--- src/rtl/mws_ram.sv ---
module mws_ram #(
  parameter int WIDTH = 8,
  parameter int DEPTH = 16
) (
  input  logic                     clk,
  input  logic                     we,
  input  logic [$clog2(DEPTH)-1:0] waddr,
  input  logic [WIDTH-1:0]         wdata,
  input  logic [$clog2(DEPTH)-1:0] raddr,
  output logic [WIDTH-1:0]         rdata
);

  logic [WIDTH-1:0] mem [DEPTH];
  logic [WIDTH-1:0] rdata_r;

  always_ff @(posedge clk) begin
    if (we) begin
      mem[waddr] <= wdata;
    end
    rdata_r <= mem[raddr];
  end

  assign rdata = rdata_r;

endmodule

--- config.mk ---
export PLATFORM = sky130hd
export DESIGN_NAME = mws_ram
export DESIGN_NICKNAME = d
export VERILOG_FILES = /design/src/rtl/mws_ram.sv
export SDC_FILE = /design/constraint.sdc
export NUM_CORES = 1
export LEC_CHECK = 0
export CAP_MARGIN = 5
export CORE_ASPECT_RATIO = 0.6
export CORE_MARGIN = 3
export CORE_UTILIZATION = 42
export CTS_CLUSTER_DIAMETER = 100
export DETAILED_ROUTE_END_ITERATION = 10
export DONT_BUFFER_PORTS = 1
export HOLD_SLACK_MARGIN = 0.02
export RECOVER_POWER = 25
export SYNTH_ARGS = -nofsm -noshare
export SYNTH_HDL_FRONTEND = slang
export SYNTH_SLANG_ARGS = --single-unit
--- constraint.sdc ---
create_clock -name clk -period 3.7 [get_ports clk]
set_input_delay 0.185 -clock clk [delete_from_list [all_inputs] [get_ports clk]]
set_output_delay 0.185 -clock clk [all_outputs]
set_load 0.02 [all_outputs]
# Word level (Yosys, flattened, before mapping)
# Memories as Yosys holds them, arrays and structs flattened. A register that Yosys moved wholly into a read port is not among the register bits.
# Cells that the tools add are included.
[totals] elab_cells=3 out_inout_bits=8 ramBits=128 reg_bits=0 mem_count=1
[classes] mux=2
[mem_list] memory="mem" depth=16 width=8 read_ports=1 rd_clocked_by_memory_dff=1 wr=1 line_no="13" text="logic [WIDTH-1:0] mem [DEPTH];"
[op_table] op="two-way mux 1 bit" n=2

# Depth between registers and ports, before layout
[logic_depth] depth_word=2 ltp_mapped=5

# Worst setup path before layout
# Ideal clock, no wire load.
[synth_path] path_type="input to register" startpoint="input waddr[2]" endpoint="memory mem[0][0] (enable)" arrival_time_ps=1295 slack_ps=2022 path_buffers=0 stages=2 cell_sequence="or3b_2 > nor3_1"
[synth_rtl] item="from (decl)" line_no="7" text="input logic [$clog2(DEPTH)-1:0] waddr,"
[synth_rtl] item="to (decl)" line_no="13"
# Straight into the memory's write port.

# Final worst setup path
[layout_path] startpoint="input waddr[2]" endpoint="memory mem[0][0] (enable)"
# Straight into the memory's write port.

==> impl_metrics.tcl <==
set metrics [dict create \
    status "completed" \
    die_w_um 149 \
    cp.arrival_ns 1.60 \
    tightest_slew_ns 1.18 \
    crit_required_ns 3.71 \
    yosysSeqAreaShare_pct 77.8 \
    clk_latency_ns 0.41 \
    drtIter0Drc 201 \
    htreeDepth 4 \
    path_max_fanout 8 \
    nNetsFinal 267 \
    max_stage_delay_ns 0.92 \
    period_share_pct 43.1 \
    routed_wl_mm 10.0 \
    cp.buffers_inverters 0 \
    grt.total_usage_pct 16.2 \
    fin_crit_ns 1.59 \
    cts_root_buf "clkbuf_16" \
    cts_sinks 136 \
    grt_max_degree 33 \
    grt_pass1_wl_mm 15.6 \
    tns_ns 0 \
    drt_first_pass_iters 4 \
    ys_warn_count 0 \
    area_growth_pct 15.3 \
    initial_utilization_pct 44.2 \
    syn_avg_cell_area_um2 22.5 \
    syn-num-nets 247 \
    drc 0 \
    die-area_um2 13700 \
    setup_viol 0 \
    io_buffer_count 0 \
    rsz0062_at_grt "false" \
    cts_made_buffers 17 \
    viasPerCell 5.33 \
    hpwl_mm 6.21 \
    path_delay_family "simple AND/OR/NAND/NOR gates" \
    leakage_nw 1.91 \
    synth_area_um2 5150 \
    path_cells "or3b_2 -> nor3_1" \
    p_total_mw 3.50 \
    synth_cell_types 19 \
    hp-class "in2reg" \
    synth-seq-cells 136 \
    antenna_found_initial 0 \
    routabilityCongestion 0.868 \
    dr_total_vias 2250 \
    cp-start-kind "input port" \
    critPathSlowestCell "nor3_1" \
    core_area_um2 11600 \
    grt_overflow_total 0 \
    fin_skew_ns 0.0127 \
    drive_gt1_share_pct 19.1 \
    num_rows 30 \
    grt_pass1_vias 2370 \
    drt-wirelength-per-cell_um 23.8 \
    maxSlewViolCount 0 \
    layout_common_cells "edfxtp_1, mux4_2, clkbuf_16, a22oi_1, mux4_1" \
    final_common_cell "edfxtp_1" \
    clk_path_buf_depth 2 \
    hold_viol 0 \
    cts_tree "built" \
    max_freq_mhz 628 \
    worst-setup-path-type "in2reg" \
    synthCells 229 \
    dieHeight_um 91.8 \
    relSlewSlack_pct 20.5 \
    end_kind "register" \
    ir_worst_vdd_v 0.000374 \
    ant_nets 0 \
    clk_pin_slew_ns 0.06 \
    p_per_area_nw_per_um2 590 \
    maxCapViolations 0 \
    io_pins 26 \
    diodes 0 \
]
sequential cells by signal (all words and copies together), names as in the netlist:
register and count:
mem 128, rdata 8
cell type report:
cell class | instances | area (µm²)
multi-input cells | 83 | 1060
repair buffers | 11 | 91.3
clock inverters | 12 | 128
fillers | 937 | 5700
well taps | 160 | 200
flip-flops and latches | 136 | 4000
clock buffers | 20 | 457
routing by layer:
layer  vias up  GRT usage, %  routed length, µm
li1       1015             -                  -
met5         -             0                  0
met2        80          21.9               4460
met4         0          5.86                 20
met1      1153          25.6               4630
met3         2          3.70                932
synthesized netlist by cell type (all sizes together):
master | n | area share [%]
edfxtp | 128 | 75
mux4 | 32 | 15
a22oi | 16 | 2.3
nor2 | 13 | 0.95
nand2 | 9 | 0.66
dfxtp | 8 | 3.1
buf | 7 | 1.1
nor3 | 4 | 0.39
clkdlybuf4s25 | 3 | 0.58
nand2b | 2 | 0.24
nand3b | 2 | 0.29
and2 | 1 | 0.12
and2b | 1 | 0.15
nand3 | 1 | 0.097
nor2b | 1 | 0.12
or3b | 1 | 0.17
through the flow:
step           util (%)  instance area [µm²]  worst slack (ns)  std cells  hold WS [ns]
2_1_floorplan         -                 5150              2.02        229         0.284
3_3_place_gp       45.4                 5280              1.75        382         0.285
3_5_place_dp       45.4                 5280              1.67        382         0.285
4_1_cts            51.1                 5950              2.08        422        0.0968
5_1_grt            51.0                 5940              1.98        422         0.120
6_report           51.0                 5940              2.11        422         0.110
path summary, 6_finish.rpt:
kind	startpoint	endpoint	slack, ns	cells past startpoint
max	waddr[2]	mem[0][0]	2.11	2
min	raddr[1]	rdata[0]	0.11	3
max reg2reg	mem[0][1]	rdata[1]	2.23	3
min reg2reg	mem[10][0]	rdata[0]	0.69	3
kinds of logic (layout without fill, tap and decap cells):
family	after synthesis	after routing	synth area share (%)
buf+inv	10	43	1.68
compound gates	16	16	2.33
simple gates	35	35	3.18
mux	32	32	15.0
flops	136	136	77.8
where the power goes:
part,total [mW],switching (mW),internal (mW),leakage [nW]
combinational,0.123,0.0684,0.0549,0.406
clock,1.63,0.608,1.02,0.278
sequential,1.75,0.0222,1.72,1.22
repair_timing:
action                                 in CTS  in global routing
resized for setup                           0                  0
setup buffers                               0                  0
hold buffers                                8                  0
setup endpoints to repair                   0                  0
endpoints found under the hold margin     128                  0
Power figures use the tool's default switching activity.
